==> config.mk <==
export PLATFORM = sky130hd
export DESIGN_NAME = ranrot_lagged_rotate_prng_core
export DESIGN_NICKNAME = d
export VERILOG_FILES = /design/src/rtl/rrprng_pkg.sv /design/src/rtl/rrprng_ram.sv /design/src/rtl/rrprng_ctrl.sv /design/src/rtl/rrprng_dpath.sv /design/src/rtl/ranrot_lagged_rotate_prng_core.sv
export SDC_FILE = /design/constraint.sdc
export NUM_CORES = 2
export LEC_CHECK = 0
export BUFFER_PORTS_ARGS = -buffer_cell sky130_fd_sc_hd__buf_2
export CORE_UTILIZATION = 50
export CTS_CLUSTER_DIAMETER = 200
export DETAILED_ROUTE_END_ITERATION = 6
export HOLD_SLACK_MARGIN = 0.08
export PLACE_DENSITY = 0.74
export SLEW_MARGIN = 10
export SYNTH_ARGS = -nofsm -noshare
export SYNTH_HDL_FRONTEND = slang
export SYNTH_SLANG_ARGS = --single-unit
==> constraint.sdc <==
create_clock -name clk -period 7.8 [get_ports clk]
set_clock_uncertainty 0.05 [all_clocks]
set_input_delay 0.78 -clock clk [delete_from_list [all_inputs] [get_ports clk]]
set_output_delay 0.78 -clock clk [all_outputs]
set_load 0.005 [all_outputs]
==> src/rtl/rrprng_pkg.sv <==
`timescale 1ns / 1ps
`default_nettype none
// ----------------------------------------------------------------------------
// rrprng_pkg
// Shared constants, types and the rotate function of the lagged rotate generator.
// ----------------------------------------------------------------------------
package rrprng_pkg;

  localparam int WORD_W        = 32;
  localparam int SEED_IDX_W    = 6;
  localparam int LONG_LAG_DEF  = 57;
  localparam int SHORT_LAG_DEF = 13;
  localparam int ROT_SELF      = 9;
  localparam int ROT_PARTNER   = 13;

  // item kinds carried on in_tuser
  localparam logic CMD_SEED = 1'b0;
  localparam logic CMD_DRAW = 1'b1;

  // controller to datapath
  typedef struct packed {
    logic seed_wr;   // write seed word, clear read position
    logic rd_draw;   // read word below read position, step position down
    logic rf_start;  // zero the refill index
    logic rf_rd;     // read entry and its partner
    logic rf_wr;     // write refilled entry, advance index
    logic pos_load;  // set read position to the buffer length
    logic out_load;  // capture read word into the output register
  } cmd_t;

  // datapath to controller
  typedef struct packed {
    logic pos_zero;
    logic rf_last;
    logic out_full;
  } stat_t;

  function automatic logic [WORD_W-1:0] rotl(input logic [WORD_W-1:0] v,
                                              input int unsigned r);
    logic [2*WORD_W-1:0] d;
    d = {v, v} << r;
    return d[2*WORD_W-1:WORD_W];
  endfunction

endpackage
`default_nettype wire

==> src/rtl/rrprng_ram.sv <==
`timescale 1ns / 1ps
`default_nettype none
// ----------------------------------------------------------------------------
// rrprng_ram
// Generic RAM: one write port, two read ports, registered read data.
// ----------------------------------------------------------------------------
module rrprng_ram #(
  parameter int WIDTH = 32,
  parameter int DEPTH = 57
) (
  input  wire logic                     clk,
  input  wire logic                     wr_en,
  input  wire logic [$clog2(DEPTH)-1:0] wr_addr,
  input  wire logic [WIDTH-1:0]         wr_data,
  input  wire logic [$clog2(DEPTH)-1:0] rd_addr_a,
  output      logic [WIDTH-1:0]         rd_data_a,
  input  wire logic [$clog2(DEPTH)-1:0] rd_addr_b,
  output      logic [WIDTH-1:0]         rd_data_b
);

  logic [WIDTH-1:0] mem [DEPTH];

  always_ff @(posedge clk) begin
    if (wr_en) begin
      mem[wr_addr] <= wr_data;
    end
    rd_data_a <= mem[rd_addr_a];
    rd_data_b <= mem[rd_addr_b];
  end

endmodule
`default_nettype wire

==> src/rtl/rrprng_ctrl.sv <==
`timescale 1ns / 1ps
`default_nettype none
// ----------------------------------------------------------------------------
// rrprng_ctrl
// Sequencer: seeds, draws and the per-entry read-then-write buffer refill.
// ----------------------------------------------------------------------------
module rrprng_ctrl (
  input  wire logic               clk,
  input  wire logic               rst_n,
  input  wire logic               in_tvalid,
  output      logic               in_tready,
  input  wire logic               in_cmd,
  input  wire logic               out_tready,
  input  wire rrprng_pkg::stat_t  stat,
  output      rrprng_pkg::cmd_t   cmd
);

  typedef enum logic [4:0] {
    S_IDLE     = 5'b00001,
    S_RF_RD    = 5'b00010,
    S_RF_WR    = 5'b00100,
    S_DRAW_RD  = 5'b01000,
    S_DRAW_OUT = 5'b10000
  } state_t;

  state_t state_r, state_nxt;
  logic   accept;

  assign in_tready = (state_r == S_IDLE);
  assign accept    = in_tvalid & in_tready;

  always_comb begin
    state_nxt = state_r;
    cmd       = '0;
    case (state_r)
      S_IDLE: begin
        if (accept) begin
          if (in_cmd == rrprng_pkg::CMD_SEED) begin
            cmd.seed_wr = 1'b1;
          end else if (stat.pos_zero) begin
            cmd.rf_start = 1'b1;
            state_nxt    = S_RF_RD;
          end else begin
            cmd.rd_draw = 1'b1;
            state_nxt   = S_DRAW_OUT;
          end
        end
      end
      S_RF_RD: begin
        cmd.rf_rd = 1'b1;
        state_nxt = S_RF_WR;
      end
      S_RF_WR: begin
        cmd.rf_wr = 1'b1;
        if (stat.rf_last) begin
          cmd.pos_load = 1'b1;
          state_nxt    = S_DRAW_RD;
        end else begin
          state_nxt = S_RF_RD;
        end
      end
      S_DRAW_RD: begin
        cmd.rd_draw = 1'b1;
        state_nxt   = S_DRAW_OUT;
      end
      S_DRAW_OUT: begin
        // hold until the output register is free or being drained
        if (!stat.out_full || out_tready) begin
          cmd.out_load = 1'b1;
          state_nxt    = S_IDLE;
        end
      end
      default: begin
        state_nxt = S_IDLE;
      end
    endcase
  end

  always_ff @(posedge clk) begin
    if (!rst_n) begin
      state_r <= S_IDLE;
    end else begin
      state_r <= state_nxt;
    end
  end

endmodule
`default_nettype wire

==> src/rtl/rrprng_dpath.sv <==
`timescale 1ns / 1ps
`default_nettype none
// ----------------------------------------------------------------------------
// rrprng_dpath
// Lag buffer, read position, refill index, valid bits and output register.
// ----------------------------------------------------------------------------
module rrprng_dpath #(
  parameter int LONG_LAG  = rrprng_pkg::LONG_LAG_DEF,
  parameter int SHORT_LAG = rrprng_pkg::SHORT_LAG_DEF
) (
  input  wire logic                                clk,
  input  wire logic                                rst_n,
  input  wire rrprng_pkg::cmd_t                    cmd,
  output      rrprng_pkg::stat_t                   stat,
  input  wire logic [rrprng_pkg::SEED_IDX_W-1:0]   seed_index,
  input  wire logic [rrprng_pkg::WORD_W-1:0]       seed_word,
  input  wire logic                                out_tready,
  output      logic                                out_tvalid,
  output      logic [rrprng_pkg::WORD_W-1:0]       out_word
);

  localparam int AW = $clog2(LONG_LAG);
  localparam int PW = $clog2(LONG_LAG + 1);
  localparam int SL = (SHORT_LAG < LONG_LAG) ? SHORT_LAG : LONG_LAG - 1;
  localparam int DL = LONG_LAG - SL;

  logic [PW-1:0]                  pos_r, pos_nxt, pos_m1;
  logic [AW-1:0]                  rf_idx_r, rf_idx_nxt, partner;
  logic [LONG_LAG-1:0]            vld_r, vld_nxt;
  logic                           vld_a_r, vld_b_r;
  logic [rrprng_pkg::WORD_W-1:0]  out_word_r;
  logic                           out_valid_r, out_valid_nxt;

  logic                           wr_en;
  logic [AW-1:0]                  wr_addr, rd_addr_a;
  logic [rrprng_pkg::WORD_W-1:0]  wr_data, rd_a, rd_b, word_a, word_b, mixed;
  logic                           seed_in_range;

  assign pos_m1        = pos_r - PW'(1);
  assign seed_in_range = (32'(seed_index) < LONG_LAG);
  assign partner       = (32'(rf_idx_r) < SL) ? rf_idx_r + AW'(DL) : rf_idx_r - AW'(SL);
  // outside a refill or a draw read, keep reading the word last drawn so a
  // stalled output load still sees it
  assign rd_addr_a     = cmd.rf_rd   ? rf_idx_r :
                         cmd.rd_draw ? pos_m1[AW-1:0] : pos_r[AW-1:0];

  // an entry never written since reset reads as zero
  assign word_a = vld_a_r ? rd_a : '0;
  assign word_b = vld_b_r ? rd_b : '0;
  assign mixed  = rrprng_pkg::rotl(word_a, rrprng_pkg::ROT_SELF)
                + rrprng_pkg::rotl(word_b, rrprng_pkg::ROT_PARTNER);

  assign wr_en   = (cmd.seed_wr & seed_in_range) | cmd.rf_wr;
  assign wr_addr = cmd.rf_wr ? rf_idx_r : AW'(seed_index);
  assign wr_data = cmd.rf_wr ? mixed : seed_word;

  rrprng_ram #(
    .WIDTH (rrprng_pkg::WORD_W),
    .DEPTH (LONG_LAG)
  ) u_buf (
    .clk       (clk),
    .wr_en     (wr_en),
    .wr_addr   (wr_addr),
    .wr_data   (wr_data),
    .rd_addr_a (rd_addr_a),
    .rd_data_a (rd_a),
    .rd_addr_b (partner),
    .rd_data_b (rd_b)
  );

  always_comb begin
    pos_nxt       = pos_r;
    rf_idx_nxt    = rf_idx_r;
    vld_nxt       = vld_r;
    out_valid_nxt = out_valid_r;
    if (cmd.seed_wr) begin
      pos_nxt = '0;
    end
    if (cmd.rd_draw) begin
      pos_nxt = pos_m1;
    end
    if (cmd.pos_load) begin
      pos_nxt = PW'(LONG_LAG);
    end
    if (cmd.rf_start) begin
      rf_idx_nxt = '0;
    end
    if (cmd.rf_wr) begin
      rf_idx_nxt = rf_idx_r + AW'(1);
    end
    if (wr_en) begin
      vld_nxt[wr_addr] = 1'b1;
    end
    if (out_tready) begin
      out_valid_nxt = 1'b0;
    end
    if (cmd.out_load) begin
      out_valid_nxt = 1'b1;
    end
  end

  always_ff @(posedge clk) begin
    if (!rst_n) begin
      pos_r       <= '0;
      rf_idx_r    <= '0;
      vld_r       <= '0;
      out_valid_r <= 1'b0;
    end else begin
      pos_r       <= pos_nxt;
      rf_idx_r    <= rf_idx_nxt;
      vld_r       <= vld_nxt;
      out_valid_r <= out_valid_nxt;
    end
  end

  always_ff @(posedge clk) begin
    vld_a_r <= vld_r[rd_addr_a];
    vld_b_r <= vld_r[partner];
    if (cmd.out_load) begin
      out_word_r <= word_a;
    end
  end

  assign stat.pos_zero = (pos_r == '0);
  assign stat.rf_last  = (rf_idx_r == AW'(LONG_LAG - 1));
  assign stat.out_full = out_valid_r;
  assign out_tvalid    = out_valid_r;
  assign out_word      = out_word_r;

endmodule
`default_nettype wire

==> src/rtl/ranrot_lagged_rotate_prng_core.sv <==
`timescale 1ns / 1ps
`default_nettype none
// ----------------------------------------------------------------------------
// ranrot_lagged_rotate_prng_core
// RANROT 32-bit lagged rotate generator with a RAM lag buffer.
// ----------------------------------------------------------------------------
//  channel | direction | tdata (low bit up)              | tuser
//  --------+-----------+---------------------------------+-------------------
//  in_     | slave     | seed_index[5:0], seed_word[37:6] | cmd (0 seed, 1 draw)
//  out_    | master    | random_word[31:0]               | -
//
//  A seed word gives no result; it also drops the read position so the next
//  draw refills. A draw reads, then loads the output register. A refill runs
//  before every LONG_LAG-th draw: each entry and its partner are read on the
//  two RAM read ports, and the entry is written back in the next cycle, since
//  the upper entries depend on freshly written partners. Reset clears the
//  valid bits of the buffer at once, so unwritten entries read as zero and no
//  clearing pass runs. A full output register stalls a draw only at its output
//  load.
// ----------------------------------------------------------------------------
module ranrot_lagged_rotate_prng_core #(
  parameter int LONG_LAG  = rrprng_pkg::LONG_LAG_DEF,
  parameter int SHORT_LAG = rrprng_pkg::SHORT_LAG_DEF
) (
  input  wire logic        clk,
  input  wire logic        rst_n,
  input  wire logic        in_tvalid,
  output      logic        in_tready,
  input  wire logic [39:0] in_tdata,   // seed_index[5:0], seed_word[37:6], zero pad
  input  wire logic        in_tuser,   // cmd
  output      logic        out_tvalid,
  input  wire logic        out_tready,
  output      logic [31:0] out_tdata   // random_word[31:0]
);

  rrprng_pkg::cmd_t  cmd;
  rrprng_pkg::stat_t stat;

  rrprng_ctrl u_ctrl (
    .clk        (clk),
    .rst_n      (rst_n),
    .in_tvalid  (in_tvalid),
    .in_tready  (in_tready),
    .in_cmd     (in_tuser),
    .out_tready (out_tready),
    .stat       (stat),
    .cmd        (cmd)
  );

  rrprng_dpath #(
    .LONG_LAG  (LONG_LAG),
    .SHORT_LAG (SHORT_LAG)
  ) u_dpath (
    .clk        (clk),
    .rst_n      (rst_n),
    .cmd        (cmd),
    .stat       (stat),
    .seed_index (in_tdata[5:0]),
    .seed_word  (in_tdata[37:6]),
    .out_tready (out_tready),
    .out_tvalid (out_tvalid),
    .out_word   (out_tdata)
  );

endmodule
`default_nettype wire
* Word-level counts from Yosys, hierarchy flattened
Memories as Yosys holds them, arrays and structs flattened. A register that Yosys moved wholly into a read port is not among the register bits. Cells that the tools add are included.
Cells by class: multiply operators 0, divide/modulo/power cells 0, bitwise logic cells 5, reduce and logical (&&, ||, !) cells 10, $lt $le $gt $ge 6, equality and inequality tests 9, shifts and indexed selects 0, mux-type cells 41, add/sub/neg operators 5
Operators with widths (number):
- 2-to-1 mux 32 bit | 3
- bitwise OR 57 bit | 1
- 2-to-1 mux 6 bit | 9
- adder 32 bit | 1
- case mux 5 bit (5 select lines) | 1
- less-than comparator 6 x 7 -> 1 bit, second input constant | 3
- 2-to-1 mux 5 bit | 4
- 2-to-1 mux 1 bit | 16
- binary-select mux 1 bit (select 6 bit) | 2
- adder 6 x 1 -> 6 bit, second input constant | 1
- adder 6 bit, second input constant | 1
- demux 1 bit (select 6 bit) | 1
- equality test 6 bit, second input constant | 1
- greater-or-equal comparator 6 x 1 -> 1 bit, second input constant | 1
- zero test 6 bit | 1
- less-than comparator 6 x 4 -> 1 bit, second input constant | 1
- less-than comparator 6 bit, second input constant | 1
- nonzero test 2 bit | 3
- subtractor 6 x 1 -> 6 bit, second input constant | 1
- subtractor 6 x 4 -> 6 bit, second input constant | 1
- equality test 5 x 1 -> 1 bit, second input constant | 1
- equality test 5 x 2 -> 1 bit, second input constant | 1
- equality test 5 x 3 -> 1 bit, second input constant | 1
- equality test 5 x 4 -> 1 bit, second input constant | 1
- other kinds (16) | 19
Storage, ports and cells: memories 1, bits in writable memories 1824, input port bits 45, bits in latches 0, bits in read-only memories 0, logic and storage cells 86, flip-flop bits (word level) 109, output and inout bits 34
Memory list:
- u_dpath.u_buf.mem | words 57, width 32, read ports 2, clocked after Yosys merged registers in 2, write ports 1, line rrprng_ram.sv:21 | logic [WIDTH-1:0] mem [DEPTH];

* Longest topological paths before layout
word-level depth 9, mapped depth 19, gate-level depth less buffers 14

* Hierarchy
From an unflattened synthesis, not the netlist that was laid out.
Second synthesis, totals: cell total of the unflattened synthesis 5060, area total of the unflattened synthesis 93807.5 um2
Modules (own cells, without submodules):
- rrprng_ram | cells an instance 4185, seq. area each 56053.8 um2, instances 1, area each 85908.6 um2
- rrprng_dpath | cells an instance 825, seq. area each 2402.3 um2, instances 1, area each 7519.7 um2
- rrprng_ctrl | cells an instance 50, seq. area each 100.1 um2, instances 1, area each 379.1 um2

* Worst setup path before layout
No wires, ideal clock.
path kind register to register, from register u_dpath.vld_a_r, to memory u_dpath.u_buf.mem[0][28] (data pin), buffers on the path 1, data arrival time 5.232 ns, setup time 0.647 ns, cell stages (with the launch flop) 16, required time 7.103 ns, slack 1.870 ns, period minus slack after synthesis 5.930 ns, cell sequence dfxtp_1 > clkbuf_1 > and2_1 > ha_1 > inv_1 > fa_1 > nor2b_1 > o21ai_0 > a21o_1 > a211oi_1 > o21ai_0 > o21ai_0 > a31o_2 > a21boi_0 > xor2_1 > o21ai_0
On the way: cells in the longest elaborated chain, start to end 3
Ends and longest elaborated chain:
- from (decl) | line rrprng_dpath.sv:30 | logic vld_a_r, vld_b_r;
- from (signal assigned) | line rrprng_dpath.sv:117 | vld_a_r <= vld_r[rd_addr_a];
- 2-to-1 mux 32 bit | line rrprng_dpath.sv:48 | assign word_a = vld_a_r ? rd_a : '0;
- via u_dpath.word_a, one bit | line rrprng_dpath.sv:36 | logic [rrprng_pkg::WORD_W-1:0] wr_data, rd_a, rd_b, word_a, word_b, mixed;
- adder 32 bit | line rrprng_dpath.sv:51 | + rrprng_pkg::rotl(word_b, rrprng_pkg::ROT_PARTNER);
- 2-to-1 mux 32 bit | line rrprng_dpath.sv:55 | assign wr_data = cmd.rf_wr ? mixed : seed_word;
- via u_dpath.u_buf.wr_data[28] | line rrprng_ram.sv:14 | input wire logic [WIDTH-1:0] wr_data,
- to (decl) | line rrprng_ram.sv:21
The timed path passes the listed nets, and every way through them passes these cells.

* Final worst setup path
from register u_dpath.pos_r[2], to register u_dpath.u_buf.rd_data_a[11], read port of u_dpath.u_buf.mem
On the way: cells in the longest elaborated chain, start to end 7, elaborated cells on any way between the ends 8, classes of those cells add/sub: 1; mux: 6; reduce/logical: 1
Ends and longest elaborated chain:
- from (decl) | line rrprng_dpath.sv:27 | logic [PW-1:0] pos_r, pos_nxt, pos_m1;
- from (signal assigned) | line rrprng_dpath.sv:109 | pos_r <= pos_nxt;
- zero test 6 bit | line rrprng_dpath.sv:124 | assign stat.pos_zero = (pos_r == '0);
- 2-to-1 mux 1 bit | line rrprng_ctrl.sv:40 | end else if (stat.pos_zero) begin
- 2-to-1 mux 2 bit | line rrprng_ctrl.sv:38 | if (in_cmd == rrprng_pkg::CMD_SEED) begin
- 2-to-1 mux 3 bit | line rrprng_ctrl.sv:37 | if (accept) begin
- case mux 1 bit (2 select lines) | line rrprng_ctrl.sv:35 | case (state_r)
- 2-to-1 mux 6 bit (*) | line rrprng_dpath.sv:45 | cmd.rd_draw ? pos_m1[AW-1:0] : pos_r[AW-1:0];
- 2-to-1 mux 6 bit (*) | line rrprng_dpath.sv:44 | assign rd_addr_a = cmd.rf_rd ? rf_idx_r :
- to (decl) | line rrprng_ram.sv:16 | output logic [WIDTH-1:0] rd_data_a,
Mark *: on every way between the ends. The rest lies on a longest branch, timed or not. A chain may end at the register's enable or synchronous reset.

==> impl_metrics.csv <==
group,metric,value,unit
status,outcome,"complete, but fails checks",
status,violations,"DRC",
grt,grt_max_degree,161,
min_path,worstHoldPathType,"in2reg",
floorplanning,io_pins,79,
critical_path,cp_num_buf_inv,2,
final_layout,area_delta_synth_final,11.0,%
critical_path,cp_slowest_cell,"a21o_4",
placement,dp_cells,9065,
synth,synthTopCellsByCount,"1,856 x edfxtp_1, 1,517 x nand2_1, 644 x mux4_2",
drt,post_drt_wl_per_cell,34.0,um
critical_path,worst_ep_arrival_time,6.33,ns
synth,synth_top_area_cell,"edfxtp_1",
sta,worst_pin_slew,1.45,ns
placement,hpwl,176000,um
pwr,ir_drop,0.199,mV
clocking,holdBufCountCts,0,
floorplanning,coreArea,0.188,sq mm
clocking,clkTransAtPathRegs,0.06,ns
floorplanning,rows,159,
placement,finalWeightedCongestion,0.901,
drt,vias_per_cell,7.14,
grt,grt_pass1_vias,63900,
critical_path,rr_worst_depth,13,
sta,hold_violations,0,
synth,syn-num-nets,6921,
critical_path,cpPeakStageDelay,0.79,ns
clocking,postCtsResizedCells,0,
drt,drt_iter0_markers,12700,
sta,relSlewSlack,3.31,%
clocking,cts_root_buf,"clkbuf_16",
clocking,cts_buffers,194,
critical_path,worstReg2RegStart,"u_dpath.pos_r[2]",
drt,drc,47,
synth,synth_edf_count,1856,
critical_path,cp.required,8.49,ns
pwr,power_frac_seq,49.9,%
min_path,hold_depth,2,
synth,synth.most_common_cell,"edfxtp_1",
pwr,clockPowerShare,40.6,%
sta,setup_viol,0,
clocking,clkSinkCount,1997,
drt,dr_total_vias,67400,
sta,setup_tns,0,ns
critical_path,crit_fanout,54,
floorplanning,die_area,0.192,sq mm
drt,wl,321000,um
clocking,cts_buffer_depth,3,
synth,synthFlopType,"edfxtp_1",
synth,yosys.area.top_type_share,58.7,%
synth,ys_ff_latch,1997,
synth,synth-seq-area-share,61.7,%
critical_path,critPathKind,"reg2reg",
final_layout,drive_gt1_share,19.3,%
clocking,post_cts_buffers,0,
critical_path,worstSetupEndpointType,"flop",
sta,fmax,177,MHz
synth,synth_cells,6835,
sta,final_max_slew_viol_count,0,
pwr,switching_share,24.6,%
critical_path,regToRegSetupSlack,2.17,ns
min_path,min_to,"u_ctrl.state_r[0]",
floorplanning,die_w,438,um
pwr,p_per_area,229,mW/mm^2
floorplanning,dieHeight,438,um
drt,dr.pass1.iters,7,
pwr,comb_power_share,9.5,%
pwr,p_int,0.0182,W
final_layout,stdcell_count,9442,
critical_path,critPathTopFamily,"compound AO/OA/AOI/OAI gates",
pwr,switchingPower,0.00594,W
synth,async_flop_share,0,%
sta,period_needed,5.63,ns
synth,syn_area,0.0949,sq mm
run,drv_cap,0,
sta,period_share,72.2,%
synth,syn_avg_cell_area,13.9,sq um
grt,groute.usage.overall,33.0,%
drt,ant_nets,0,
min_path,hold_start,"rst_n",
critical_path,start_kind,"flop",
final_layout,nets,6853,
critical_path,regToRegEndpoint,"u_dpath.u_buf.rd_data_a[11]",
clocking,cts_tree,"done",
clocking,htreeDepth,4,
grt,antenna_found_initial,19,
placement,portBuffers,76,
synth,yosysWarnings,0,
critical_path,path_cells,"nor4_1 -> nand2_1 -> a21oi_2 -> inv_2 -> ha_1 -> a21o_4 -> buf_4 -> nand2_1 -> and3_1 -> a311oi_1 -> a211oi_1 -> a211oi_1 -> o311a_1",
sta,grt_setup_unrepaired,"false",
grt,grt_pass1_wl,452000,um
critical_path,path_depth,13,
final_layout,post-route-util,56.0,%
clocking,insertion_delay,0.87,ns
floorplanning,start_util,50.4,%
grt,grt_remaining_overflow,0,
synth,synthTopCellsByArea,"edfxtp_1 59%, mux4_2 15%, nand2_1 6.0%",
pwr,p_leak,34.5,nW
synth,synth_cell_type_count,79,
[worst max path at each step]
stage | start | end | slack [ns]
after floorplan | u_dpath.vld_a_r | u_dpath.u_buf.mem[0][28] | 1.87
after detailed placement | in_tvalid | u_dpath.u_buf.rd_data_a[27] | 2.02
after global routing | u_dpath.vld_b_r | u_dpath.u_buf.mem[34][30] | 1.92
after CTS | u_dpath.vld_b_r | u_dpath.u_buf.mem[45][30] | 2.33
final | u_dpath.pos_r[2] | u_dpath.u_buf.rd_data_a[11] | 2.17
after global placement | in_tvalid | u_dpath.u_buf.rd_data_a[27] | 2.10
[final cells by class]
cell class	count	area, sq um
fill	14300	82800
multi-input combinational	4295	34700
sequential	1997	58600
inverter	18	67.6
clock inverter	103	1130
clock buffer	262	5530
antenna	11	27.5
timing repair buffer	261	2210
tap	2495	3120
[stage by stage]
stage	area, sq um	hold slack (ns)	total power, W	worst slack (ns)
2_1_floorplan	94900	0.402	0.0135	1.87
3_3_place_gp	98600	0.418	0.0144	2.10
3_5_place_dp	98600	0.428	0.0144	2.02
4_1_cts	105000	0.118	0.0240	2.33
5_1_grt	105000	0.188	0.0246	1.92
6_report	105000	0.168	0.0241	2.17
[logic make-up (layout without fill, tap and decap cells)]
family | count (synthesis) | count (layout) | share of synthesized area (%)
other | 0 | 11 | 0
AND/OR/NAND/NOR | 2735 | 2735 | 12.6
adder cells (fa/ha/maj) | 41 | 41 | 0.549
buffers and inverters | 543 | 644 | 2.68
multiplexers | 823 | 823 | 17.2
AO/OA/AOI/OAI | 663 | 663 | 4.98
XOR/XNOR | 33 | 33 | 0.305
flip-flops | 1997 | 1997 | 61.7
[power by group through the flow]
stage               Clock, W  Combinational (W)  Sequential, W
finish               0.00980            0.00230         0.0120
global route          0.0102            0.00241         0.0120
CTS                  0.00981            0.00222         0.0120
detailed placement         0            0.00220         0.0122
global placement           0            0.00216         0.0122
floorplan                  0            0.00142         0.0121
[layer usage]
layer | up-vias | track usage (%) | part of all wire [%]
li1 | 26400 | - | -
met1 | 33200 | 42.8 | 33
met2 | 6540 | 47.8 | 43
met3 | 1317 | 11.8 | 17
met4 | 8 | 19.8 | 7.1
met5 | - | 0.302 | 0.038
[flip-flops by register name (all words and copies together) (netlist names)]
signal                   cells
u_dpath.vld_r               57
u_dpath.vld_a_r              1
u_dpath.pos_r                6
u_ctrl.state_r               5
u_dpath.out_tvalid           1
u_dpath.u_buf.mem         1824
u_dpath.u_buf.rd_data_a     32
u_dpath.vld_b_r              1
u_dpath.rf_idx_r             6
u_dpath.out_word            32
u_dpath.u_buf.rd_data_b     32
[layout by cell type, fill, tap and decap left out, types with 17 or more instances in the layout]
cell,synthesis,layout
a211oi_1,102,102
xnor2_1,19,17
a22oi_1,21,21
and2_1,65,64
edfxtp_1,1856,1856
o21ai_4,0,26
clkbuf_8,0,25
mux2i_1,175,174
nand3_1,611,609
buf_2,269,76
a31oi_1,79,79
a21oi_1,121,118
clkinv_1,0,28
clkbuf_1,165,35
nor2_4,0,59
buf_4,28,150
nor3_1,39,38
clkbuf_16,0,202
bufinv_16,0,21
nor2_1,249,190
a311oi_1,113,113
o21ai_0,62,36
buf_12,0,34
nand2_1,1517,1516
a32oi_1,30,30
and3_1,159,159
clkinv_2,0,36
mux4_2,644,644
a21o_1,23,22
dfxtp_1,141,141
ha_1,40,40
or3_1,25,25
Power figures use the tool's default switching activity.
